===== src/hw/rtl/wsd_pkg.sv =====
package wsd_pkg;

    // Header bit fields
    localparam logic [7:0] BIT_FIN   = 8'b1000_0000;
    localparam logic [7:0] BITS_RSV  = 8'b0111_0000;
    localparam logic [7:0] BITS_OPC  = 8'b0000_1111;
    localparam logic [7:0] BIT_MASK  = 8'b1000_0000;
    localparam logic [7:0] BITS_LEN  = 8'b0111_1111;
    localparam logic [6:0] LEN_EXT16 = 7'd126;
    localparam logic [6:0] LEN_EXT64 = 7'd127;
    localparam logic [3:0] OPC_CLOSE = 4'd8;

    typedef enum logic [1:0] {
        KIND_DATA  = 2'd0,
        KIND_EMPTY = 2'd1,
        KIND_ERROR = 2'd2
    } kind_t;

    typedef enum logic [2:0] {
        ERR_NONE    = 3'd0,
        ERR_FIN     = 3'd1,
        ERR_RSV     = 3'd2,
        ERR_UNMASK  = 3'd3,
        ERR_CLOSE   = 3'd4,
        ERR_LEN64   = 3'd5
    } err_t;

    // One result from the parser to the output register
    typedef struct packed {
        logic       valid;
        kind_t      kind;
        logic [7:0] data_byte;
        logic [3:0] frame_opcode;
        logic       last;
        err_t       error_code;
    } wsd_result_t;

endpackage


===== src/hw/rtl/wsd_parse.sv =====
module wsd_parse
    import wsd_pkg::*;
(
    input  logic        clk,
    input  logic        rst_n,
    input  logic        step,
    input  logic [7:0]  rx_byte,
    output wsd_result_t result
);

    typedef enum logic [2:0] {
        PH_HDR0,
        PH_HDR1,
        PH_EXT_HI,
        PH_EXT_LO,
        PH_MASK,
        PH_DATA,
        PH_DEAD
    } phase_t;

    phase_t      phase_reg, phase_next;
    logic [3:0]  opcode_reg, opcode_next;
    logic [15:0] length_reg, length_next;
    logic [31:0] key_reg, key_next;
    logic [15:0] index_reg, index_next;

    logic [7:0]  key_byte;
    logic [16:0] index_inc;
    logic        is_last;

    assign key_byte  = key_reg[{index_reg[1:0], 3'b000} +: 8];
    assign index_inc = {1'b0, index_reg} + 17'd1;
    assign is_last   = (index_inc >= {1'b0, length_reg});

    always_comb
    begin
        phase_next  = phase_reg;
        opcode_next = opcode_reg;
        length_next = length_reg;
        key_next    = key_reg;
        index_next  = index_reg;

        result              = '0;
        result.kind         = KIND_DATA;
        result.error_code   = ERR_NONE;
        result.frame_opcode = opcode_reg;

        unique case (phase_reg)
            PH_HDR0:
            begin
                opcode_next         = rx_byte[3:0] & BITS_OPC[3:0];
                result.frame_opcode = opcode_next;
                priority if ((rx_byte & BIT_FIN) == 8'd0)
                begin
                    result.valid      = 1'b1;
                    result.kind       = KIND_ERROR;
                    result.error_code = ERR_FIN;
                    phase_next        = PH_DEAD;
                end
                else if ((rx_byte & BITS_RSV) != 8'd0)
                begin
                    result.valid      = 1'b1;
                    result.kind       = KIND_ERROR;
                    result.error_code = ERR_RSV;
                    phase_next        = PH_DEAD;
                end
                else
                begin
                    phase_next = PH_HDR1;
                end
            end
            PH_HDR1:
            begin
                priority if ((rx_byte & BIT_MASK) == 8'd0)
                begin
                    result.valid      = 1'b1;
                    result.kind       = KIND_ERROR;
                    result.error_code = ERR_UNMASK;
                    phase_next        = PH_DEAD;
                end
                else if (opcode_reg == OPC_CLOSE)
                begin
                    result.valid      = 1'b1;
                    result.kind       = KIND_ERROR;
                    result.error_code = ERR_CLOSE;
                    phase_next        = PH_DEAD;
                end
                else if (rx_byte[6:0] == LEN_EXT64)
                begin
                    result.valid      = 1'b1;
                    result.kind       = KIND_ERROR;
                    result.error_code = ERR_LEN64;
                    phase_next        = PH_DEAD;
                end
                else
                begin
                    key_next   = '0;
                    index_next = '0;
                    if (rx_byte[6:0] == LEN_EXT16)
                    begin
                        length_next = '0;
                        phase_next  = PH_EXT_HI;
                    end
                    else
                    begin
                        length_next = {8'd0, rx_byte & BITS_LEN};
                        phase_next  = PH_MASK;
                    end
                end
            end
            PH_EXT_HI:
            begin
                length_next = {rx_byte, 8'd0};
                phase_next  = PH_EXT_LO;
            end
            PH_EXT_LO:
            begin
                length_next = {length_reg[15:8], rx_byte};
                phase_next  = PH_MASK;
            end
            PH_MASK:
            begin
                key_next[{index_reg[1:0], 3'b000} +: 8] = rx_byte;
                if (index_reg[1:0] == 2'd3)
                begin
                    index_next = '0;
                    if (length_reg == 16'd0)
                    begin
                        result.valid = 1'b1;
                        result.kind  = KIND_EMPTY;
                        result.last  = 1'b1;
                        phase_next   = PH_HDR0;
                    end
                    else
                    begin
                        phase_next = PH_DATA;
                    end
                end
                else
                begin
                    index_next = index_inc[15:0];
                end
            end
            PH_DATA:
            begin
                result.valid     = 1'b1;
                result.kind      = KIND_DATA;
                result.data_byte = rx_byte ^ key_byte;
                result.last      = is_last;
                if (is_last)
                begin
                    index_next = '0;
                    phase_next = PH_HDR0;
                end
                else
                begin
                    index_next = index_inc[15:0];
                end
            end
            PH_DEAD:
            begin
                phase_next = PH_DEAD;
            end
            default:
            begin
                phase_next = PH_DEAD;
            end
        endcase
    end

    always_ff @(posedge clk or negedge rst_n)
    begin
        if (!rst_n)
        begin
            phase_reg  <= PH_HDR0;
            opcode_reg <= '0;
            length_reg <= '0;
            key_reg    <= '0;
            index_reg  <= '0;
        end
        else if (step)
        begin
            phase_reg  <= phase_next;
            opcode_reg <= opcode_next;
            length_reg <= length_next;
            key_reg    <= key_next;
            index_reg  <= index_next;
        end
    end

endmodule


===== src/hw/rtl/websocket_frame_deframer.sv =====
// WebSocket client-to-server frame deframer with payload unmasking.
// Path: input register, then the parser, then the output register that drives the port.
// Throughput: one byte per cycle; in_ready drops only when the output register
//   holds a result that out_ready has not taken.
// Reset: rst_n asynchronous, active low; parser waits for a frame's first
//   header byte, input and output registers empty.
module websocket_frame_deframer
    import wsd_pkg::*;
(
    input  logic       clk,
    input  logic       rst_n,
    // input channel
    input  logic       in_valid,
    output logic       in_ready,
    input  logic [7:0] rx_byte,
    // output channel
    output logic       out_valid,
    input  logic       out_ready,
    output logic [1:0] kind,
    output logic [7:0] data_byte,
    output logic [3:0] frame_opcode,
    output logic       last,
    output logic [2:0] error_code
);

    // Input register: one byte waiting for the parser
    logic        in_valid_reg;
    logic [7:0]  byte_reg;

    // Output register: one finished result
    logic        out_valid_reg;
    wsd_result_t res_reg;

    wsd_result_t parse_res;
    logic        advance;

    // The held byte moves through the parser whenever the output register
    // can take whatever it produces (including nothing).
    assign advance  = in_valid_reg && (!out_valid_reg || out_ready);
    assign in_ready = !in_valid_reg || advance;

    always_ff @(posedge clk or negedge rst_n)
    begin
        if (!rst_n)
        begin
            in_valid_reg <= 1'b0;
        end
        else if (in_ready)
        begin
            in_valid_reg <= in_valid;
        end
    end

    always_ff @(posedge clk)
    begin
        if (in_valid && in_ready)
        begin
            byte_reg <= rx_byte;
        end
    end

    // Header state machine, mask key and unmasking
    wsd_parse u_parse (
        .clk     (clk),
        .rst_n   (rst_n),
        .step    (advance),
        .rx_byte (byte_reg),
        .result  (parse_res)
    );

    always_ff @(posedge clk or negedge rst_n)
    begin
        if (!rst_n)
        begin
            out_valid_reg <= 1'b0;
        end
        else if (advance)
        begin
            out_valid_reg <= parse_res.valid;
        end
        else if (out_ready)
        begin
            out_valid_reg <= 1'b0;
        end
    end

    always_ff @(posedge clk)
    begin
        if (advance && parse_res.valid)
        begin
            res_reg <= parse_res;
        end
    end

    assign out_valid    = out_valid_reg;
    assign kind         = res_reg.kind;
    assign data_byte    = res_reg.data_byte;
    assign frame_opcode = res_reg.frame_opcode;
    assign last         = res_reg.last;
    assign error_code   = res_reg.error_code;

    // An error result always carries a cause; other results never do.
    a_err_code: assert property (@(posedge clk) disable iff (!rst_n)
        out_valid |-> ((kind == KIND_ERROR) == (error_code != ERR_NONE)))
        else $error("error_code does not match kind");

    // Empty-frame marker is flagged last and has no data.
    a_empty: assert property (@(posedge clk) disable iff (!rst_n)
        (out_valid && kind == KIND_EMPTY) |-> (last && data_byte == 8'd0))
        else $error("malformed empty-frame result");

    // A stalled output register must hold the parser back.
    a_hold: assert property (@(posedge clk) disable iff (!rst_n)
        (out_valid && !out_ready) |-> !advance)
        else $error("parser advanced over a pending result");

    // After an error is delivered no further result appears.
    a_dead: assert property (@(posedge clk) disable iff (!rst_n)
        (out_valid && out_ready && kind == KIND_ERROR) |=> !out_valid)
        else $error("result after connection error");

endmodule


===== config.mk =====
export PLATFORM = sky130hd
export DESIGN_NAME = websocket_frame_deframer
export DESIGN_NICKNAME = d
export VERILOG_FILES = /design/src/hw/rtl/wsd_pkg.sv /design/src/hw/rtl/wsd_parse.sv /design/src/hw/rtl/websocket_frame_deframer.sv
export SDC_FILE = /design/constraint.sdc
export NUM_CORES = 1
export LEC_CHECK = 0
export BUFFER_PORTS_ARGS = -buffer_cell sky130_fd_sc_hd__buf_4
export CAP_MARGIN = 20
export CORE_MARGIN = 2
export CORE_UTILIZATION = 66
export DETAILED_ROUTE_END_ITERATION = 10
export PLACE_DENSITY = 0.85
export SLEW_MARGIN = 20
export SYNTH_ARGS = -nofsm -noshare
export SYNTH_HDL_FRONTEND = slang
export SYNTH_SLANG_ARGS = --single-unit
export TNS_END_PERCENT = 20

===== constraint.sdc =====
create_clock -name clk -period 5.83 [get_ports clk]
set_input_delay 0.8745 -clock clk [delete_from_list [all_inputs] [get_ports clk]]
set_output_delay 0.8745 -clock clk [all_outputs]
set_load 0.05 [all_outputs]

* Word-level counts from Yosys, hierarchy flattened
Cells that the tools add are included.
** Storage, ports and cells
- Word-level logic and storage cells :: 103
- Register bits after elaboration :: 99
** Operators by class
- Shift operators :: 3
- Bitwise gates (word level) :: 2
- $lt $le $gt $ge :: 1
- Mux-type cells :: 46
- Add/subtract/negate cells :: 2
- Eq/ne operators :: 14
- Reduce and logical (&&, ||, !) cells :: 21
** Operator list (number)
- 16-bit two-way mux :: 8
- 32-bit two-way mux :: 3
- 16-bit one-hot mux with 3 select lines :: 2
- 32-bit one-hot mux with 2 select lines :: 1
- 3-bit two-way mux :: 20
- 32-bit bitwise mux :: 1
- 8-bit by 7-bit variable shift with 32-bit output (first input constant) :: 1
- 32-bit by 6-bit indexed part select with 8-bit output :: 1
- 8-bit by 7-bit indexed part select with 32-bit output :: 1
- 3-bit one-hot mux with 6 select lines :: 1
- 16-bit by 1-bit adder with 17-bit output (second input constant) :: 1
- 17-bit by 16-bit greater-or-equal comparator with 1-bit output :: 1
- 16-bit zero test :: 1
- 5-bit AND reduction :: 3
- 7-bit == test (second input constant) :: 2
- 3-bit one-hot mux with 4 select lines :: 1
- 8-bit zero test :: 1
- 8-bit nonzero test :: 1
- 8-bit bitwise XOR :: 1
- 7-bit two-way mux :: 1
- 5-bit negator with 7-bit output :: 1
- 3-bit by 2-bit == test with 1-bit output (second input constant) :: 2
- 3-bit == test (second input constant) :: 2
- 2-bit != test (second input constant) :: 3
- other kinds (18) :: 29

* Logic depth before layout (Yosys ltp)
Gate-level depths: netlist of the first run.
- Depth after elaboration :: 6
- Depth in mapped cells :: 13
- Gate-level depth less buffers :: 12

* Cells and area by module
Synthesis of the first run repeated with hierarchy kept, for this count alone.
** Unflattened totals
- Cells, all modules :: 523
- Area, all modules :: 5372.7 µm²
** Modules (own cells, without submodules)
- wsd_parse :: cells an instance 487, area an instance 4483.0 µm², times used 1
- websocket_frame_deframer :: cells an instance 36, area an instance 889.6 µm², times used 1

* Least setup slack after synthesis of the first run
No wires, ideal clock.
- Kind :: input -> register
- Start :: in out_ready
- End :: reg res_reg, in the netlist data_byte[0] (enable)
- Library setup time :: 0.416 ns
- Stages on the path :: 4
- Path slack :: 2.649 ns
- Arrival time :: 2.766 ns
- Data required time :: 5.414 ns
- Cells stage by stage :: nand2b_1 nand2_1 clkbuf_1 nor3_1
** On the way
- Word-level cells in the longest chain between the ends :: 3
** Ends and longest elaborated chain
- start, declared :: line websocket_frame_deframer.sv:18 : input logic out_ready,
- 1-bit logical OR :: line websocket_frame_deframer.sv:39 : assign advance = in_valid_reg && (!out_valid_reg || out_ready);
- 1-bit logical AND :: line websocket_frame_deframer.sv:39
- 1-bit logical AND :: line websocket_frame_deframer.sv:89 : if (advance && parse_res.valid)
- end signal, assigned :: line websocket_frame_deframer.sv:91 : res_reg <= parse_res;
- end, declared :: line websocket_frame_deframer.sv:32 : wsd_result_t res_reg;
Every way passes these cells.
A chain may end at the register's enable or synchronous reset.

* Final worst setup path of the first run
- Start :: reg u_parse.index_reg[0]
- End :: reg u_parse.index_reg[0]
** On the way
- Word-level cells in the longest chain between the ends :: 4
** Ends and longest elaborated chain
- start, declared :: line wsd_parse.sv:25 : logic [15:0] index_reg, index_next;
- start signal, assigned :: line wsd_parse.sv:187 : index_reg <= index_next;
- 16-bit by 1-bit adder with 17-bit output :: line wsd_parse.sv:32 : assign index_inc = {1'b0, index_reg} + 17'd1;
- 17-bit by 16-bit greater-or-equal comparator with 1-bit output :: line wsd_parse.sv:33 : assign is_last = (index_inc >= {1'b0, length_reg});
- 16-bit two-way mux :: line wsd_parse.sv:150 : if (is_last)
- 16-bit one-hot mux with 3 select lines (*) :: line wsd_parse.sv:48 : unique case (phase_reg)
Mark *: on every way between the ends. The rest lies on a longest branch, timed or not.

==> results, run 1 <==
- In this run the number of H-tree levels came out at 3.
- Derived from the worst setup path, the maximum achievable clock frequency is ~0.23 GHz.
- The synthesis warning total is 0.
- The layout has 565 filler cells.
- Data arrives at the worst endpoint at 4.71 ns.
- The HPWL reported at the end of detailed placement is 8640 µm.
- The most instantiated library cell after synthesis is sky130_fd_sc_hd__nand2_1.
- After synthesis, flip-flops and latches occupy a little under half of the total area.
- The area of the die is between 9000 and 10000 µm².
- In this design, the stage delay of the slowest critical-path cell is 0.84 ns.
- Gates resized during post-CTS repair numbered 0.
- The clock passes through at most 2 buffers.
- The via density per instance is 6.33.
- After global routing the overflow that remains totals 0.
- The total power divided by cell area is 418 nW/µm².
- The core region is between 8000 and 9000 µm².
- After the flow finishes, the layout carries non-filler instances totaling roughly 660.
- The initial detailed-routing violation count is 429.
- The tree is rooted in a sky130_fd_sc_hd__clkbuf_8.
- The number of cell rows is 33.
- The number of detailed-route iterations in the first pass is 5.
- The max capacitance violation total is 0.
- Counting tap cells, the placed design contains a total of between 600 and 700 instances.
- The top-area cell type share of the netlist area is 33.4%.
- Clock latency on the worst-skew pair, taken at its later pin, is 0.38 ns.
- The classification of the worst setup path is flop to flop.
- The number of antenna-violating nets in the routed design is 0.
- After detailed routing, the average wire length per cell comes to 18.4 µm.
- The worst hold path was traced through 2 stages.
- The largest total area in the synthesized netlist belongs to sky130_fd_sc_hd__dfrtp_1.
- The launch instance of the worst min-delay path is u_parse.key_reg[12]$_DFFE_PN0P_.
- Together, buffers and inverters on the worst path number 1.
- For hold timing, the worst endpoint is u_parse.key_reg[12]$_DFFE_PN0P_.
- The element type at the critical path start is a flop.
- The worst slack at placement is about 1.5 ns.
- TritonCTS created 9 clock buffers.
- In this run the count of I/O pins placed on the die edge is 32.
- IR analysis of the VDD net gives a maximum drop of ~0.27 mV.
- The number of pins exceeding their max-slew limit in the final report is 0.
- Setup violations remaining at the end of the flow were counted as 0.
- The chip width is roughly 95 µm.
- 0 antenna diodes ended up in the layout.
- After clock tree synthesis, the clock-pin slew on the worst setup and hold paths is approximately 0.12 ns.
- The die height is between 90 and 100 µm.
- Entering global routing, the biggest net connects 74 pins.
- The standby leakage power is 2.55 nW.
- STA classifies the critical path endpoint as a flop.
- The post-synth net total is approximately 570.
- The routed design has 12200 µm of wire.
- The net total in the final layout is 584.
- For flop-to-flop paths, the worst setup slack is ~1.4 ns.
- The post-route minimum period is 4.44 ns.
- The hold-fix buffer count after cts is 0.
- The critical path required time is 6.11 ns.
- The number of flops mapped to enable cells by yosys is 26.
- After layout, the design draws a total of 2.45 mW.
- The share of async-settable or async-resettable flops after synthesis is 73.7%.
- The min-delay analysis places its worst path in the category flop to flop.
- The CTS tree is done.
- The wire length of the first global-routing pass is 20400 µm.
- The cell area that synthesis handed to floorplanning was around 5500 µm².
- The last weighted congestion value of the routability-driven placer is 0.893.
- Sorting the synthesized cells by area gives the leading types as sky130_fd_sc_hd__dfrtp_1, sky130_fd_sc_hd__edfxtp_1, sky130_fd_sc_hd__nand2_1.
- The number of vias in the routed layout is 4184.
- The relative max-transition margin is 32.7%.
- The worst register-to-register path ends at u_parse.index_reg[0]$_DFFE_PN0P_.
- Input and output buffers added on the ports amount to 31.
- The run finished with clean final reports.
- The share of final-layout standard cells stronger than drive strength 1 is between 10% and 20%.
- The commonest register cell after synthesis is sky130_fd_sc_hd__dfrtp_1.
- The number of antenna violations at the first check in global routing is 0.
- The largest fanout on the critical path is 17.
- The effective utilization at floorplan is 67.3%.
- The critical path's top delay family is compound AO/OA/AOI/OAI gates.
- The synthesis-stage register bit count is 99.
- The final cycle utilization of the critical path is 76.1%.
- The post-route clock skew is ~0.018 ns.
- The average instance in the mapped netlist occupies slightly above 10 µm².
- The number of flip-flops under the largest register name is 32.
- The detailed-route DRC error count is 0.
- The final number of hold-violating endpoints came to 0.
- The TritonCTS sink count is between 90 and 100.
- After routing, the total negative slack on setup checks comes to 0 ns.
- Compared with the post-synthesis result, the final layout area differs by 7.36%.
- The worst-path cell with the longest stage delay is sky130_fd_sc_hd__dfrtp_1.
- The worst setup slack after layout is 1.39 ns.
- The buffers inserted during post-CTS setup optimization is 0.
- The number of global-route vias before repair is 4056.
- Walking the worst path, the cells encountered are inv_1 > nor3_1 > and3_1 > xor2_1 > ha_1 > o21ai_0 > nor2_1 > a2111o_1 > a211oi_2 > nand3_1 > a22oi_1.
- Setup repair after global routing left no endpoint under its margin.
- The global routing usage summed across all routing layers is 29.6%.
- In this run the critical register-to-register path is launched from u_parse.index_reg[0]$_DFFE_PN0P_.
- At the pin with the least slew margin, the transition time is 1.00 ns.
- The netlist uses 65 different library cells.
- By count the netlist is led by sky130_fd_sc_hd__nand2_1, sky130_fd_sc_hd__dfrtp_1, sky130_fd_sc_hd__o21ai_0.
- The cell count after synthesis came out at between 500 and 600.
- The length in cells of the worst reg-to-reg path is 11.
==> layout by cell type (no fill, tap or decap), types with 3 or more instances in the layout <==
cell and n:
sky130_fd_sc_hd__a211oi_1 3, sky130_fd_sc_hd__a21oi_1 12, sky130_fd_sc_hd__a22oi_1 6, sky130_fd_sc_hd__a31oi_1 3, sky130_fd_sc_hd__and2_1 5, sky130_fd_sc_hd__and3_1 6, sky130_fd_sc_hd__buf_4 34, sky130_fd_sc_hd__clkbuf_8 9
sky130_fd_sc_hd__dfrtp_1 73, sky130_fd_sc_hd__edfxtp_1 26, sky130_fd_sc_hd__ha_1 21, sky130_fd_sc_hd__inv_1 29, sky130_fd_sc_hd__mux2_2 7, sky130_fd_sc_hd__mux4_2 8, sky130_fd_sc_hd__nand2_1 93, sky130_fd_sc_hd__nand2_2 8
sky130_fd_sc_hd__nand2b_1 5, sky130_fd_sc_hd__nand3_1 10, sky130_fd_sc_hd__nand4_1 19, sky130_fd_sc_hd__nor2_1 21, sky130_fd_sc_hd__nor3_1 8, sky130_fd_sc_hd__nor4_1 7, sky130_fd_sc_hd__o211a_1 3, sky130_fd_sc_hd__o21ai_0 44
sky130_fd_sc_hd__o21ai_1 4, sky130_fd_sc_hd__o21ai_2 7, sky130_fd_sc_hd__o31ai_1 18, sky130_fd_sc_hd__xnor2_1 16, sky130_fd_sc_hd__xor2_1 5
==> power by group <==
group	total (mW)	switching [mW]	internal (mW)
clock	0.437	0.268	0.170
sequential	1.09	0.224	0.861
combinational	0.932	0.587	0.345
total	2.45	1.08	1.38
==> worst max-delay path by stage <==
stage | slack [ns] | from | depth (start not counted) | to
finish | 1.39 | u_parse.index_reg[0]$_DFFE_PN0P_ | 11 | u_parse.index_reg[0]$_DFFE_PN0P_
global route | 1.11 | u_parse.index_reg[0]$_DFFE_PN0P_ | 11 | u_parse.index_reg[0]$_DFFE_PN0P_
CTS | 1.47 | u_parse.index_reg[0]$_DFFE_PN0P_ | 11 | u_parse.index_reg[0]$_DFFE_PN0P_
detailed placement | 1.50 | u_parse.index_reg[0]$_DFFE_PN0P_ | 11 | u_parse.index_reg[0]$_DFFE_PN0P_
global placement | 1.66 | u_parse.index_reg[0]$_DFFE_PN0P_ | 11 | u_parse.index_reg[0]$_DFFE_PN0P_
floorplan | 2.65 | out_ready | 4 | data_byte[0]$_SDFFCE_PP0P_
==> per-stage QoR <==
step                      hold WS (ns)  cell area (µm²)  utilization, %
after floorplan                  0.443             5480               -
after global placement           0.457             5680            69.8
after detailed placement         0.469             5680            69.8
after CTS                        0.495             5880            72.3
after global routing             0.524             5880            72.3
final                            0.500             5880            72.3
==> per-layer routing <==
| metal | vias to the layer above | global-route usage (%) | part of all wire, % |
|---|---|---|---|
| li1 | 1958 | - | - |
| met1 | 2058 | 42.7 | 44 |
| met2 | 150 | 47.2 | 49 |
| met3 | 18 | 4.03 | 5.7 |
| met4 | 0 | 8.94 | 1.4 |
| met5 | - | 0 | 0 |
==> final cells by class <==
type                       count  area, µm²  area share, %
timing repair buffer          34        255           4.34
inverter                      30        113           1.92
multi-input combinational    377       2570           43.7
clock buffer                   9        124           2.11
sequential                    99       2610           44.4
tap                          105        131           2.23
clock inverter                 7       77.6           1.32
==> cells by family after synthesis <==
group	count (synthesis)	synth area share [%]
AO/OA/AOI/OAI	117	15.0
adder cells (fa/ha/maj)	21	4.80
AND/OR/NAND/NOR	201	18.6
flip-flops	99	47.6
buffers and inverters	64	5.53
multiplexers	17	5.10
XOR/XNOR	21	3.36
==> tightest hold or removal path, stage by stage, from the launching register on <==
cell                      delay [ns]
sky130_fd_sc_hd__dfrtp_1        0.36
sky130_fd_sc_hd__nand2_1        0.05
sky130_fd_sc_hd__o21ai_0        0.06
Power figures use the tool's default switching activity.
==> run 2: changes to the inputs <==
ABC_AREA = 1   (was not set)
CORE_UTILIZATION = 55   (was 66)
PLACE_DENSITY = 0.76   (was 0.85)
clock period = 3.7 ns   (was 5.83 ns; I/O delays follow)
==> results, run 2 <==
- The H-tree was split into 3 levels.
- The final-layout fill cell count is approximately 820.
- The chip width is 105 µm.
- On the critical path, the stage with the largest delay is an instance of sky130_fd_sc_hd__dfrtp_1.
- The critical path required time is approximately 4 ns.
- Among all flip-flop cells after synthesis, the most frequent one is sky130_fd_sc_hd__dfrtp_1.
- After the last flow step, the layout net total stands at 730.
- Clock tree synthesis found a total of 99 sinks.
- The wire length of the first global-routing pass is 23000 µm.
- The hold-fix buffer count after cts is 0.
- The flow ran to the end, and the final reports show no timing, DRC or antenna violations.
- After detailed routing, the average wire length per cell comes to 16.6 µm.
- The synthesized design spends more area on one cell type than any other, namely sky130_fd_sc_hd__dfrtp_1.
- The biggest cell delay along the critical path is approximately 0.58 ns.
- The logic depth of the worst setup path including buffers is 18.
- The total global routing overflow is 0.
- In the synthesized netlist, the number of instances is 669.
- Setup repair after global routing left no endpoint under its margin.
- The post-route minimum period is 3.19 ns.
- The classification of the worst setup path is flop to flop.
- After detailed routing, the number of vias per cell comes to 5.77.
- In this run the tightest slew margin relative to its limit is 39.0%.
- The global routing usage summed across all routing layers is 26.6%.
- At the end of routability-driven placement, the weighted congestion stood at about 0.93.
- The number of buffers and inverters on the critical path is 3.
- The top-area cell type share of the netlist area is 32.8%.
- Entering global routing, the biggest net connects 74 pins.
- The path class of the tightest hold or removal check is input pin to async pin.
- At the pin with the least slew margin, the transition time is ~0.9 ns.
- The register with the most flip-flops in the layout has 32 of them.
- Buffers placed on the I/O ports in this run total 31.
- The initial detailed-routing violation count is 335.
- The synthesized design contains between 90 and 100 register bits.
- The number of antenna diodes in the final layout is 0.
- Yosys attributes the largest share of cell area to sky130_fd_sc_hd__dfrtp_1, sky130_fd_sc_hd__edfxtp_1, sky130_fd_sc_hd__nand2_1.
- After detailed routing, the number of remaining DRC violations is 0.
- The share of async-settable or async-resettable flops after synthesis is approximately three quarters.
- For the worst setup path, the data arrival time is 3.46 ns.
- The first TritonRoute pass finished after 5 iterations.
- Along the worst path, the maximum fanout reaches 13.
- The synthesis warning total is 0.
- The startpoint identified for the worst register-to-register timing path is u_parse.index_reg[1]$_DFFE_PN0P_.
- The summed instance area of the synthesized netlist is 5560 µm².
- The number of pins exceeding their max-slew limit in the final report is 0.
- Setup total negative slack on the finished layout was measured at 0 ns.
- The total core area is between 9000 and 10000 µm².
- The maximum root-to-sink buffer count is 2.
- The element type at the critical path start is a flop.
- The buffers inserted during post-CTS setup optimization is 0.
- Leaving out fill and tap cells, the most frequent cell in the layout is sky130_fd_sc_hd__nand2_1.
- The length in cells of the worst reg-to-reg path is 18.
- The number of I/O pins is 32.
- The peak ir drop on the vdd network is 0.375 mV.
- The initial utilization of the core area, before any placement, comes to 56.9%.
- The total of endpoints with negative setup slack in the final report is 0.
- The post-synthesis cell type count is 40.
- The register-to-register setup slack is just over 0.5 ns.
- In the layout the commonest cells are sky130_fd_sc_hd__nand2_1, sky130_fd_sc_hd__inv_1, sky130_fd_sc_hd__o21ai_0, sky130_fd_sc_hd__dfrtp_1, sky130_fd_sc_hd__nand3_1.
- The floorplan has 36 rows.
- The critical path's top delay family is simple AND/OR/NAND/NOR gates.
- The count of nets left with antenna violations once routing finished came out at 0.
- In the final layout, the share of cells above drive strength 1 is between 10 and 15%.
- Counting instances in the post-synthesis netlist gives the leading cell types as sky130_fd_sc_hd__nand2_1, sky130_fd_sc_hd__dfrtp_1, sky130_fd_sc_hd__inv_1, sky130_fd_sc_hd__o21ai_0, sky130_fd_sc_hd__nand3_1.
- The max capacitance violation total is 0.
- In this run the critical register-to-register path is captured at u_parse.index_reg[9]$_DFFE_PN0P_.
- The fraction of the yosys area taken by sequential cells is a little under half.
- The number of vias in the routed layout is 4822.
- The synthesized design contains 26 enable-type register cells.
- The number of antenna violations at the first check in global routing is 0.
- TritonCTS built the clock tree.
- The average cell area after synthesis is between 8 and 9 µm².
- The later pin in the worst-skew pair is clocked with a latency of approximately 0.39 ns.
- The final number of hold-violating endpoints came to 0.
- The total power divided by cell area is 691 nW/µm².
- In this run, post-CTS repair resized a total of 0 instances.
- The most instantiated library cell after synthesis is sky130_fd_sc_hd__nand2_1.
- The worst setup path is captured at a flop.
- The post-route clock skew is approximately 0.012 ns.
- The HPWL reported at the end of detailed placement is 10100 µm.
- In this run the vertical extent of the chip is about 100 µm.
- The area of the die is approximately 11000 µm².
- The number of global-route vias before repair came to 4658.
- Traced cell by cell, the critical path runs through ha_1 > inv_2 > nor2_2 > nand3_1 > inv_1 > nand4_1 > xor2_1 > inv_1 > ha_1 > nand2_1 > nor2_1 > nand3_1 > nor2_1 > a21oi_4 > nand3_2 > nand2_4 > nand2_1 > o21ai_0.
- When the netlist entered floorplanning its net count stood at 702.
- Compared with the post-synthesis result, the final layout area differs by 9.52%.
- The worst slack at placement is 0.582 ns.
- The worst setup slack after layout is between 0.5 and 0.6 ns.
- The timing-limited maximum frequency is 0.314 GHz.
- The clock transition at the register clock pins on the worst setup and hold paths after CTS is 0.10 ns.
- The overall routed net length is 13900 µm.
- The analysis attributes to cell leakage a power of 2.93 nW.
- The cell at the root of the clock tree is sky130_fd_sc_hd__clkbuf_8.
- Counting the buffers created by CTS gives 9.
- The final cycle utilization of the critical path is 86.2%.
## run 2: changes by cell type in the layout (fill, tap and decap cells not counted), moves of 11 or more
cell / delta
sky130_fd_sc_hd__inv_1: +44
sky130_fd_sc_hd__nand2_1: +59
sky130_fd_sc_hd__nand3_1: +46
sky130_fd_sc_hd__nor2_1: +32
sky130_fd_sc_hd__o21ai_0: +29
sky130_fd_sc_hd__xnor2_1: -11
## run 2: logic make-up after synthesis
family	count (synthesis)	share of synthesized area [%]
flops	99	46.9
simple gates	316	26.3
fa+ha+maj	21	4.72
compound gates	119	12.4
xor+xnor	12	1.89
buf+inv	102	7.81
## run 2: area by class of cell
cell class / count / area (µm²) / share of cell area, %
flip-flops and latches: 99 / 2610 / 42.8
multi-input cells: 468 / 2520 / 41.4
inverters: 80 / 303 / 4.97
repair buffers: 39 / 293 / 4.81
well taps: 133 / 166 / 2.73
clock buffers: 9 / 124 / 2.03
clock inverters: 7 / 77.6 / 1.27
## run 2: metal layers
| metal | part of all wire [%] | GRT usage [%] | vias to the layer above |
|---|---|---|---|
| met5 | 0 | 0 | - |
| met2 | 47 | 41.4 | 191 |
| met1 | 43 | 35.4 | 2310 |
| met4 | 3.9 | 11.7 | 0 |
| li1 | - | - | 2279 |
| met3 | 6.9 | 6.30 | 42 |
## run 2: where the power goes
part	total, mW	internal [mW]	leakage (nW)	switching [mW]
registers	1.54	1.37	1.24	0.170
clock network	0.707	0.270	0.100	0.437
logic	1.97	0.541	1.59	1.43
total	4.21	2.18	2.93	2.03
## run 2: worst reg2reg max path, stage by stage (launching register included)
cell and delay [ns]:
sky130_fd_sc_hd__dfrtp_1 0.58, sky130_fd_sc_hd__ha_1 0.27, sky130_fd_sc_hd__inv_2 0.08, sky130_fd_sc_hd__nor2_2 0.21, sky130_fd_sc_hd__nand3_1 0.14, sky130_fd_sc_hd__inv_1 0.10, sky130_fd_sc_hd__nand4_1 0.09, sky130_fd_sc_hd__xor2_1 0.15
sky130_fd_sc_hd__inv_1 0.08, sky130_fd_sc_hd__ha_1 0.29, sky130_fd_sc_hd__nand2_1 0.07, sky130_fd_sc_hd__nor2_1 0.15, sky130_fd_sc_hd__nand3_1 0.10, sky130_fd_sc_hd__nor2_1 0.21, sky130_fd_sc_hd__a21oi_4 0.12, sky130_fd_sc_hd__nand3_2 0.16
sky130_fd_sc_hd__nand2_4 0.13, sky130_fd_sc_hd__nand2_1 0.08, sky130_fd_sc_hd__o21ai_0 0.07
## run 2: worst max path at each step
stage	slack [ns]	start	end
after floorplan	0.98	u_parse.index_reg[0]$_DFFE_PN0P_	u_parse.phase_reg[0]$_DFFE_PN0P_
after global placement	0.72	u_parse.index_reg[1]$_DFFE_PN0P_	u_parse.index_reg[0]$_DFFE_PN0P_
after detailed placement	0.58	u_parse.index_reg[1]$_DFFE_PN0P_	u_parse.index_reg[11]$_DFFE_PN0P_
after CTS	0.57	u_parse.index_reg[1]$_DFFE_PN0P_	u_parse.index_reg[11]$_DFFE_PN0P_
after global routing	0.16	u_parse.index_reg[1]$_DFFE_PN0P_	u_parse.phase_reg[2]$_DFFE_PN0P_
final	0.51	u_parse.index_reg[1]$_DFFE_PN0P_	u_parse.index_reg[9]$_DFFE_PN0P_
## run 2: metrics by stage
stage | power (mW) | hold WS, ns | instance area [µm²] | std cells | utilization (%)
floorplan | 3.06 | 0.259 | 5560 | 669 | -
global placement | 3.43 | 0.469 | 5890 | 819 | 60.3
detailed placement | 3.50 | 0.474 | 5890 | 819 | 60.3
CTS | 4.20 | 0.326 | 6090 | 835 | 62.3
global route | 4.49 | 0.310 | 6090 | 835 | 62.3
finish | 4.21 | 0.288 | 6090 | 835 | 62.3
